--- config.mk ---
export PLATFORM = sky130hd
export DESIGN_NAME = gdsii_record_stream_parser
export DESIGN_NICKNAME = d
export VERILOG_FILES = /design/src/design/gdsp_pkg.sv /design/src/design/gdsp_front.sv /design/src/design/gdsp_queue.sv /design/src/design/gdsii_record_stream_parser.sv
export SDC_FILE = /design/constraint.sdc
export NUM_CORES = 2
export LEC_CHECK = 0
export BUFFER_PORTS_ARGS = -buffer_cell sky130_fd_sc_hd__buf_2
export CORE_ASPECT_RATIO = 0.9
export CORE_MARGIN = 5
export CORE_UTILIZATION = 60
export CTS_CLUSTER_SIZE = 25
export DETAILED_ROUTE_END_ITERATION = 12
export PLACE_DENSITY = 0.74
export SYNTH_ARGS = -nofsm -noshare
export SYNTH_HDL_FRONTEND = slang
export SYNTH_SLANG_ARGS = --single-unit
export TNS_END_PERCENT = 1
--- constraint.sdc ---
create_clock -name clk -period 6.4 [get_ports clk]
set_input_delay 1.28 -clock clk [delete_from_list [all_inputs] [get_ports clk]]
set_output_delay 1.28 -clock clk [all_outputs]
set_load 0.02 [all_outputs]
--- src/design/gdsp_pkg.sv ---
`timescale 1ns / 1ps
package gdsp_pkg;
  localparam logic [15:0] MAX_LEN_RESET = 16'd65532;

  localparam logic [15:0] T_ENDLIB   = 16'h0400;
  localparam logic [15:0] T_BGNSTR   = 16'h0502;
  localparam logic [15:0] T_ENDSTR   = 16'h0700;
  localparam logic [15:0] T_BOUNDARY = 16'h0800;
  localparam logic [15:0] T_PATH     = 16'h0900;
  localparam logic [15:0] T_SREF     = 16'h0A00;
  localparam logic [15:0] T_AREF     = 16'h0B00;
  localparam logic [15:0] T_TEXT     = 16'h0C00;
  localparam logic [15:0] T_LAYER    = 16'h0D02;
  localparam logic [15:0] T_DATATYPE = 16'h0E02;
  localparam logic [15:0] T_WIDTH    = 16'h0F03;
  localparam logic [15:0] T_XY       = 16'h1003;
  localparam logic [15:0] T_ENDEL    = 16'h1100;
  localparam logic [15:0] T_COLROW   = 16'h1302;
  localparam logic [15:0] T_STRANS   = 16'h1A01;
  localparam logic [15:0] T_BOX      = 16'h2D00;

  localparam logic [2:0] EV_POINT  = 3'd0;
  localparam logic [2:0] EV_ENDEL  = 3'd1;
  localparam logic [2:0] EV_BGNSTR = 3'd2;
  localparam logic [2:0] EV_ENDSTR = 3'd3;
  localparam logic [2:0] EV_ENDLIB = 3'd4;
  localparam logic [2:0] EV_RESYNC = 3'd5;

  localparam logic [2:0] K_BOUNDARY = 3'd0;
  localparam logic [2:0] K_PATH     = 3'd1;
  localparam logic [2:0] K_SREF     = 3'd2;
  localparam logic [2:0] K_AREF     = 3'd3;
  localparam logic [2:0] K_TEXT     = 3'd4;
  localparam logic [2:0] K_BOX      = 3'd5;
  localparam logic [2:0] K_TOP      = 3'd7;

  localparam int QDEPTH = 4;

  typedef struct packed {
    logic [2:0]  event_res;
    logic [2:0]  element_kind;
    logic [15:0] layer_number;
    logic [15:0] data_type;
    logic [31:0] path_width;
    logic [31:0] coord_x;
    logic [31:0] coord_y;
    logic [12:0] point_index;
    logic [15:0] array_columns;
    logic [15:0] array_rows;
    logic        reflected;
  } result_t;
endpackage

--- src/design/gdsp_front.sv ---
`timescale 1ns / 1ps
module gdsp_front (
  input  logic                 clk,
  input  logic                 rst_n,
  input  logic                 byte_valid,
  input  logic [7:0]           byte_data,
  input  logic [15:0]          max_len,
  output logic                 res_valid,
  output gdsp_pkg::result_t    res
);
  logic [23:0] hdr_r;
  logic [1:0]  hcnt_r;
  logic [15:0] prem_r;
  logic [15:0] type_r;
  logic [2:0]  ctx_r;
  logic        sopen_r;
  logic        skip_r;
  logic [63:0] fs_r;
  logic [15:0] layer_r, dtype_r;
  logic [31:0] width_r, colrow_r;
  logic        refl_r;
  logic [63:0] origin_r;
  logic [12:0] pcnt_r;
  logic [15:0] use_r;

  logic [15:0] len, typ, ds, use_v;
  logic [63:0] fs_nxt;
  logic [31:0] ox, oy;

  assign len    = {hdr_r[23:8]};
  assign typ    = {hdr_r[7:0], byte_data};
  assign ds     = len - 16'd4;
  assign fs_nxt = {fs_r[55:0], byte_data};

  // bytes of the record that feed a field; zero at top level and for ENDEL
  always_comb begin
    use_v = '0;
    case (typ)
      gdsp_pkg::T_LAYER:
        if ((ctx_r == gdsp_pkg::K_BOUNDARY || ctx_r == gdsp_pkg::K_PATH ||
             ctx_r == gdsp_pkg::K_TEXT || ctx_r == gdsp_pkg::K_BOX) && ds >= 16'd2)
          use_v = 16'd2;
      gdsp_pkg::T_DATATYPE:
        if (ctx_r == gdsp_pkg::K_BOUNDARY && ds >= 16'd2) use_v = 16'd2;
      gdsp_pkg::T_WIDTH:
        if (ctx_r == gdsp_pkg::K_PATH && ds >= 16'd4) use_v = 16'd4;
      gdsp_pkg::T_STRANS:
        if (ctx_r == gdsp_pkg::K_SREF && ds >= 16'd2) use_v = 16'd2;
      gdsp_pkg::T_COLROW:
        if (ctx_r == gdsp_pkg::K_AREF && ds >= 16'd4) use_v = 16'd4;
      gdsp_pkg::T_XY: begin
        if (ctx_r == gdsp_pkg::K_BOUNDARY || ctx_r == gdsp_pkg::K_PATH ||
            ctx_r == gdsp_pkg::K_BOX)
          use_v = {ds[15:3], 3'b000};
        else if (ctx_r == gdsp_pkg::K_SREF || ctx_r == gdsp_pkg::K_TEXT)
          use_v = (ds >= 16'd8) ? 16'd8 : 16'd0;
        else if (ctx_r == gdsp_pkg::K_AREF)
          use_v = (ds >= 16'd24) ? 16'd24 : 16'd0;
      end
      default: use_v = '0;
    endcase
  end

  assign ox = (pcnt_r == '0) ? 32'd0 : origin_r[63:32];
  assign oy = (pcnt_r == '0) ? 32'd0 : origin_r[31:0];

  always_ff @(posedge clk) begin
    gdsp_pkg::result_t res_nxt;
    logic              res_valid_nxt;
    res_nxt       = '0;
    res_valid_nxt = 1'b0;
    if (!rst_n) begin
      hcnt_r <= '0; prem_r <= '0; type_r <= '0; ctx_r <= gdsp_pkg::K_TOP;
      sopen_r <= 1'b0; skip_r <= 1'b0; layer_r <= '0; dtype_r <= '0;
      width_r <= '0; colrow_r <= '0; refl_r <= 1'b0; origin_r <= '0;
      pcnt_r <= '0; use_r <= '0; res_valid <= 1'b0; hdr_r <= '0; fs_r <= '0;
    end else begin
      if (byte_valid) begin
        if (skip_r) begin
          skip_r <= 1'b0;
        end else if (prem_r != '0) begin
          prem_r <= prem_r - 16'd1;
          if (use_r != '0) begin
            use_r <= use_r - 16'd1;
            fs_r  <= fs_nxt;
            if (type_r == gdsp_pkg::T_XY) begin
              if (use_r[2:0] == 3'd1) begin
                pcnt_r <= pcnt_r + 13'd1;
                res_valid_nxt = 1'b1;
                res_nxt.event_res     = gdsp_pkg::EV_POINT;
                res_nxt.element_kind  = ctx_r;
                res_nxt.layer_number  = layer_r;
                res_nxt.data_type     = dtype_r;
                res_nxt.path_width    = width_r;
                res_nxt.point_index   = pcnt_r;
                res_nxt.array_columns = colrow_r[31:16];
                res_nxt.array_rows    = colrow_r[15:0];
                res_nxt.reflected     = refl_r;
                if (ctx_r == gdsp_pkg::K_AREF) begin
                  if (pcnt_r == '0) origin_r <= fs_nxt;
                  res_nxt.coord_x = fs_nxt[63:32] - ox;
                  res_nxt.coord_y = fs_nxt[31:0] - oy;
                end else begin
                  res_nxt.coord_x = fs_nxt[63:32];
                  res_nxt.coord_y = fs_nxt[31:0];
                end
              end
            end else if (use_r == 16'd1) begin
              case (type_r)
                gdsp_pkg::T_LAYER:    layer_r  <= fs_nxt[15:0];
                gdsp_pkg::T_DATATYPE: dtype_r  <= fs_nxt[15:0];
                gdsp_pkg::T_WIDTH:    width_r  <= fs_nxt[31:0];
                gdsp_pkg::T_COLROW:   colrow_r <= fs_nxt[31:0];
                gdsp_pkg::T_STRANS:   refl_r   <= fs_nxt[15];
                default: ;
              endcase
            end
          end
        end else if (hcnt_r != 2'd3) begin
          hdr_r  <= {hdr_r[15:0], byte_data};
          hcnt_r <= hcnt_r + 2'd1;
        end else begin
          hcnt_r <= '0;
          hdr_r  <= {hdr_r[15:0], byte_data};
          if (len < 16'd4 || len > max_len) begin
            skip_r <= 1'b1;
            res_valid_nxt = 1'b1;
            res_nxt.event_res = gdsp_pkg::EV_RESYNC;
          end else begin
            prem_r <= ds; type_r <= typ; use_r <= use_v; pcnt_r <= '0; fs_r <= '0;
            if (ctx_r == gdsp_pkg::K_TOP) begin
              case (typ)
                gdsp_pkg::T_BGNSTR: begin
                  sopen_r <= 1'b1; res_valid_nxt = 1'b1;
                  res_nxt.event_res = gdsp_pkg::EV_BGNSTR;
                end
                gdsp_pkg::T_ENDSTR:
                  if (sopen_r) begin
                    sopen_r <= 1'b0; res_valid_nxt = 1'b1;
                    res_nxt.event_res = gdsp_pkg::EV_ENDSTR;
                  end
                gdsp_pkg::T_ENDLIB: begin
                  res_valid_nxt = 1'b1; res_nxt.event_res = gdsp_pkg::EV_ENDLIB;
                end
                gdsp_pkg::T_BOUNDARY, gdsp_pkg::T_PATH, gdsp_pkg::T_SREF,
                gdsp_pkg::T_AREF, gdsp_pkg::T_TEXT, gdsp_pkg::T_BOX:
                  if (sopen_r) begin
                    layer_r <= '0; dtype_r <= '0; width_r <= '0;
                    colrow_r <= '0; refl_r <= 1'b0; origin_r <= '0;
                    case (typ)
                      gdsp_pkg::T_BOUNDARY: ctx_r <= gdsp_pkg::K_BOUNDARY;
                      gdsp_pkg::T_PATH:     ctx_r <= gdsp_pkg::K_PATH;
                      gdsp_pkg::T_SREF:     ctx_r <= gdsp_pkg::K_SREF;
                      gdsp_pkg::T_AREF:     ctx_r <= gdsp_pkg::K_AREF;
                      gdsp_pkg::T_TEXT:     ctx_r <= gdsp_pkg::K_TEXT;
                      default:              ctx_r <= gdsp_pkg::K_BOX;
                    endcase
                  end
                default: ;
              endcase
            end else if (typ == gdsp_pkg::T_ENDEL) begin
              ctx_r <= gdsp_pkg::K_TOP;
              res_valid_nxt = 1'b1;
              res_nxt.event_res     = gdsp_pkg::EV_ENDEL;
              res_nxt.element_kind  = ctx_r;
              res_nxt.layer_number  = layer_r;
              res_nxt.data_type     = dtype_r;
              res_nxt.path_width    = width_r;
              res_nxt.array_columns = colrow_r[31:16];
              res_nxt.array_rows    = colrow_r[15:0];
              res_nxt.reflected     = refl_r;
            end
          end
        end
      end
      res_valid <= res_valid_nxt;
      res       <= res_nxt;
    end
  end
endmodule

--- src/design/gdsp_queue.sv ---
`timescale 1ns / 1ps
module gdsp_queue #(
  parameter int DEPTH = gdsp_pkg::QDEPTH
) (
  input  logic              clk,
  input  logic              rst_n,
  input  logic              wr_en,
  input  gdsp_pkg::result_t wr_data,
  output logic              almost_full,
  output logic              rd_valid,
  output gdsp_pkg::result_t rd_data,
  input  logic              rd_en
);
  localparam int AW = (DEPTH > 1) ? $clog2(DEPTH) : 1;
  gdsp_pkg::result_t mem [DEPTH];
  logic [AW-1:0] wp_r, rp_r;
  logic [AW:0]   cnt_r;

  assign rd_valid    = cnt_r != '0;
  assign rd_data     = mem[rp_r];
  // two slots kept for the two bytes in flight through the front
  assign almost_full = cnt_r >= (AW+1)'(DEPTH - 2);

  always_ff @(posedge clk) begin
    if (wr_en) mem[wp_r] <= wr_data;
  end

  always_ff @(posedge clk) begin
    if (!rst_n) begin
      wp_r <= '0; rp_r <= '0; cnt_r <= '0;
    end else begin
      if (wr_en) wp_r <= (wp_r == AW'(DEPTH-1)) ? '0 : wp_r + 1'b1;
      if (rd_en) rp_r <= (rp_r == AW'(DEPTH-1)) ? '0 : rp_r + 1'b1;
      cnt_r <= cnt_r + (AW+1)'(wr_en) - (AW+1)'(rd_en);
    end
  end
endmodule

--- src/design/gdsii_record_stream_parser.sv ---
`timescale 1ns / 1ps
// GDSII record stream parser.
// Input channel (in_valid / in_stall / in_data_byte): one stream byte per
// transfer, one transfer per cycle sustained while in_stall is low.
// Result channel (out_valid / out_stall / out_*): zero or one result per byte:
// XY points, element end, structure begin/end, library end and resync events.
// A result passes through the front register, then the queue, before it is
// visible at the outputs.
// Throughput: one byte per cycle while in_stall is low; the front decodes a
// byte with a shift and a compare, independent of the record length.
// The front writes results into a four-entry queue; the back side drains it.
// When the receiver stalls, results pile up in the queue; in_stall rises once
// only two free slots remain, covering the byte held in the front register.
// Reset (rst_n low, synchronous) clears the parser context, held fields, the
// queue and restores max_record_length to 65532.
// Config: one APB register at address 0, max_record_length (16 bits).
module gdsii_record_stream_parser #(
  parameter int QUEUE_DEPTH = gdsp_pkg::QDEPTH
) (
  input  logic        clk,
  input  logic        rst_n,
  input  logic        in_valid,
  output logic        in_stall,
  input  logic [7:0]  in_data_byte,
  output logic        out_valid,
  input  logic        out_stall,
  output logic [2:0]  out_event_res,
  output logic [2:0]  out_element_kind,
  output logic signed [15:0] out_layer_number,
  output logic signed [15:0] out_data_type,
  output logic signed [31:0] out_path_width,
  output logic signed [31:0] out_coord_x,
  output logic signed [31:0] out_coord_y,
  output logic [12:0] out_point_index,
  output logic [15:0] out_array_columns,
  output logic [15:0] out_array_rows,
  output logic        out_reflected,
  input  logic        cfg_psel,
  input  logic        cfg_penable,
  input  logic        cfg_pwrite,
  input  logic        cfg_paddr,
  input  logic [31:0] cfg_pwdata,
  output logic [31:0] cfg_prdata,
  output logic        cfg_pready
);
  logic [15:0] max_len_r;
  logic        acc;
  logic        fr_valid;
  gdsp_pkg::result_t fr_res, q_res;
  logic        q_afull;

  assign cfg_pready = 1'b1;
  assign cfg_prdata = cfg_paddr ? 32'd0 : {16'd0, max_len_r};

  always_ff @(posedge clk) begin
    if (!rst_n) begin
      max_len_r <= gdsp_pkg::MAX_LEN_RESET;
    end else if (cfg_psel && cfg_penable && cfg_pwrite && !cfg_paddr) begin
      max_len_r <= cfg_pwdata[15:0];
    end
  end

  assign in_stall = q_afull;
  assign acc      = in_valid && !in_stall;

  gdsp_front u_front (
    .clk(clk), .rst_n(rst_n), .byte_valid(acc), .byte_data(in_data_byte),
    .max_len(max_len_r), .res_valid(fr_valid), .res(fr_res)
  );

  gdsp_queue #(.DEPTH(QUEUE_DEPTH)) u_queue (
    .clk(clk), .rst_n(rst_n), .wr_en(fr_valid), .wr_data(fr_res),
    .almost_full(q_afull), .rd_valid(out_valid), .rd_data(q_res),
    .rd_en(out_valid && !out_stall)
  );

  assign out_event_res     = q_res.event_res;
  assign out_element_kind  = q_res.element_kind;
  assign out_layer_number  = q_res.layer_number;
  assign out_data_type     = q_res.data_type;
  assign out_path_width    = q_res.path_width;
  assign out_coord_x       = q_res.coord_x;
  assign out_coord_y       = q_res.coord_y;
  assign out_point_index   = q_res.point_index;
  assign out_array_columns = q_res.array_columns;
  assign out_array_rows    = q_res.array_rows;
  assign out_reflected     = q_res.reflected;

  a_no_accept_full: assert property (@(posedge clk) disable iff (!rst_n)
    q_afull |-> !acc) else $error("byte taken with queue near full");
  a_resync_gap: assert property (@(posedge clk) disable iff (!rst_n)
    fr_valid && fr_res.event_res == gdsp_pkg::EV_RESYNC |-> fr_res.coord_x == '0)
    else $error("resync result carries data");
  a_out_hold: assert property (@(posedge clk) disable iff (!rst_n)
    out_valid && out_stall |=> out_valid) else $error("result dropped");
endmodule

==> metrics.md <==
| Metric | Value |
|---|---|
| Worst skew pair latency | 0.71 ns |
| Crit path DAT | 5.42 ns |
| Total Wirelength | 117 mm |
| Critical path class | reg2reg |
| H-tree Lvls | 3 |
| First-pass GRT wire length | 182 mm |
| Pwr Density | 371 nW/µm² |
| Register area share after synthesis | 66.0% |
| Final core area utilization | 67.7% |
| Core area | 84,400 µm² |
| Setup TNS Final | 0 ns |
| XOR/XNOR share of the synthesized area | 1.23% |
| Mapped Cells | 3,797 |
| Largest family of logic cells by synthesized area | simple AND/OR/NAND/NOR gates |
| Max-slew violations | 0 |
| Setup ws final | 1.43 ns |
| DR DRC count | 0 |
| Pleak | 19.6 nW |
| Commonest non-fill, non-tap cells in the layout | edfxtp_1 (900), nand2_1 (592), dfxtp_1 (333) |
| Compound-Gate Fraction of Synth Area | 7.56% |
| IO buf count | 229 |
| Antenna diodes | 0 |
| Row Count | 101 |
| Total Die Area | 91,200 µm² |
| Antenna violations before repair | 0 |
| Post-Place Setup Slack | 1.54 ns |
| Max cap viols | 0 |
| Hold Path Class | reg2reg |
| Clock tree sinks | 1,235 |
| CTS Root Buffer Type | clkbuf_16 |
| Die Y | 287 µm |
| Adder-cell area share of the yosys netlist | 2.49% |
| Status | finished clean |
| Reg2reg setup slack | 1.43 ns |
| Detailed Routing Iterations Pass 1 | 6 |
| Period minus WS final | 4.97 ns |
| Post-synth EDFFs | 900 |
| Slowest-stage cell, CP | or4_1 |
| Max FO, Critical Path | 17 |
| Post-Synth Simple-Gate Area | 11.1% |
| Ys Warns | 0 |
| Post-synthesis cell type count | 88 |
| Max clock buf depth | 3 |
| Clock Skew | 0.0496 ns |
| Nets | 4,108 |
| Routed Antenna Nets | 0 |
| Req. time, crit path | 6.84 ns |
| Asr flop ratio synth | 0% |
| GRT overflow | 0 |
| Layout cells sized above 1 | 16.9% |
| RSZ-0062 raised after global routing | no |
| Post-cts gate resize count | 0 |
| P&R area growth vs syn | 11.7% |
| Total global-route track usage | 25.5% |
| Fin crit share | 77.7% |
| Endpoints failing hold | 0 |
| Vias in the first global route | 30,766 |
| Predominant post-synthesis flop cell | edfxtp_1 |
| Mux contribution to synthesized area | 9.06% |
| Initial Util | 60.6% |
| Global placer's final weighted congestion | 0.905 |
| CP Capture Type | flop |
| Top Ports | 263 |
| HPWL after detailed placement | 71.1 mm |
| VDD IR max | 289 µV |
| CP startpoint kind | flop |
| FILL cells | 5,872 |
| Initial DRC Count | 3,262 |
| Commonest non-fill, non-tap cell in the layout | edfxtp_1 |
| Vias per inst | 6.02 |
| Setup Viol. Count Final | 0 |
| Pwr Total | 21.2 mW |
| CTS buffer count | 116 |
| Max Freq | 0.201 GHz |
| Hold_buf cts | 0 |
| Mapped Avg Cell Area | 13.5 µm² |
| Slew HR | 19.4% |
| Wire per inst | 22.6 µm |
| Post-CTS Setup Bufs | 0 |
| Via count | 31,259 |
| Clk pin slew, worst setup/hold paths | 0.06 ns |
| CTS tree | built |
| Largest net degree at the start of global routing | 168 |
| Least-Margin Pin Slew | 1.21 ns |
| Horiz. Die Dim | 318 µm |
| Worst path cell trace | inv_1, ha_1, nor4b_1, nand3_2, and2_1, ha_1, inv_1, fa_1, a21oi_1, o21bai_1, a211oi_1, or4_1, nand2_1, o31ai_1, o21ai_0, o31a_1, xnor2_1, o21ai_0 |
| Mapped Area | 51,100 µm² |
| Worst path max stage delay | 0.56 ns |
| Flops & latches, synth | 1,235 |
[critical path: cells and delay by family (launching register included)]
kind	cells	cell delay, ns
flops	1	0.33
buf+inv	2	0.20
compound gates	7	1.50
simple gates	5	1.94
fa+ha+maj	3	0.59
xor+xnor	1	0.12
[synthesized netlist by cell type (5+ instances only)]
cell type	count	area [µm²]
a211oi_1	15	113
a21boi_0	38	285
a21boi_1	43	323
a21o_1	37	278
a21oi_1	283	1420
a31oi_1	17	106
and2_1	156	976
and3_1	9	56.3
buf_1	41	154
buf_2	34	170
buf_4	24	180
clkbuf_1	137	514
dfxtp_1	335	6710
edfxtp_1	900	27000
ha_1	97	1210
inv_1	65	244
mux2i_1	58	581
mux4_2	180	4050
nand2_1	592	2220
nand2b_1	13	81.3
nand3_1	96	480
nand3b_1	6	45.0
nand4_1	23	144
nand4b_1	5	43.8
nor2_1	168	631
nor2b_1	38	238
nor3_1	36	180
nor3b_1	5	37.5
nor4_1	17	106
o211ai_1	22	165
o21a_1	8	60.1
o21ai_0	75	375
o21bai_1	11	82.6
o221ai_1	5	43.8
o31ai_1	13	97.6
or2_2	9	56.3
or3_1	23	144
or4_1	5	37.5
xnor2_1	41	359
xor2_1	31	272
[stage by stage]
stage | instances | hold WS (ns) | instance area [µm²]
global route | 5196 | 0.461 | 57200
global placement | 4975 | 0.434 | 53200
detailed placement | 4975 | 0.440 | 53200
floorplan | 3812 | 0.427 | 51200
finish | 5196 | 0.447 | 57200
CTS | 5196 | 0.448 | 57200
[state kept, by name, indices dropped and copies added, names as in the netlist, named ones only]
name               cells
u_front.skip_r         1
u_front.hcnt_r         2
u_front.use_r         16
u_front.colrow_r      32
u_front.type_r        16
u_front.ctx_r          3
u_queue.cnt_r          3
u_front.res          180
u_front.sopen_r        1
u_front.refl_r         1
u_queue.rp_r           2
u_front.dtype_r       16
u_front.fs_r          56
u_front.pcnt_r        13
u_front.res_valid      1
u_front.width_r       32
u_front.prem_r        16
u_front.layer_r       16
max_len_r             16
u_queue.wp_r           2
u_front.hdr_r         24
u_front.origin_r      64
u_queue.mem          720
[report_power, final]
part	internal, mW	switching, mW
logic	1.90	3.37
clock network	3.91	2.98
registers	8.75	0.270
total	14.6	6.62
[metal layers]
metal | part of all wire, % | wire length, µm | track usage [%] | up-vias
li1 | - | - | - | 14299
met1 | 42 | 48700 | 35.4 | 15622
met2 | 50 | 58300 | 43.7 | 1166
met3 | 6.4 | 7450 | 3.30 | 172
met4 | 2.5 | 2890 | 6.36 | 0
met5 | 0 | 0 | 0 | -
[cell type report]
cell class,instances,area (µm²),share of cell area [%]
sequential,1235,33700,59.0
multi-input combinational,2271,16200,28.4
tap,1133,1420,2.48
inverter,66,253,0.442
clock buffer,161,3280,5.74
clock inverter,60,648,1.13
timing repair buffer,270,1590,2.78
[worst paths after layout]
kind	startpoint	endpoint	depth (start not counted)
max	u_front.pcnt_r[0]	u_front.res[106]	18
min	u_front.dtype_r[10]	u_front.dtype_r[10]	2
max reg2reg	u_front.pcnt_r[0]	u_front.res[106]	18
min reg2reg	u_front.dtype_r[10]	u_front.dtype_r[10]	2
[logic make-up after synthesis]
| kind of cell | Yosys count |
|---|---|
| xor gates and xnor gates | 72 |
| other | 2 |
| muxes | 238 |
| buffers and inverters | 306 |
| DFF | 1235 |
| adders and majority gates | 100 |
| AOI/OAI and AO/OA | 620 |
| and+or+nand+nor | 1224 |
No activity file was read; power rests on OpenSTA's default activity.
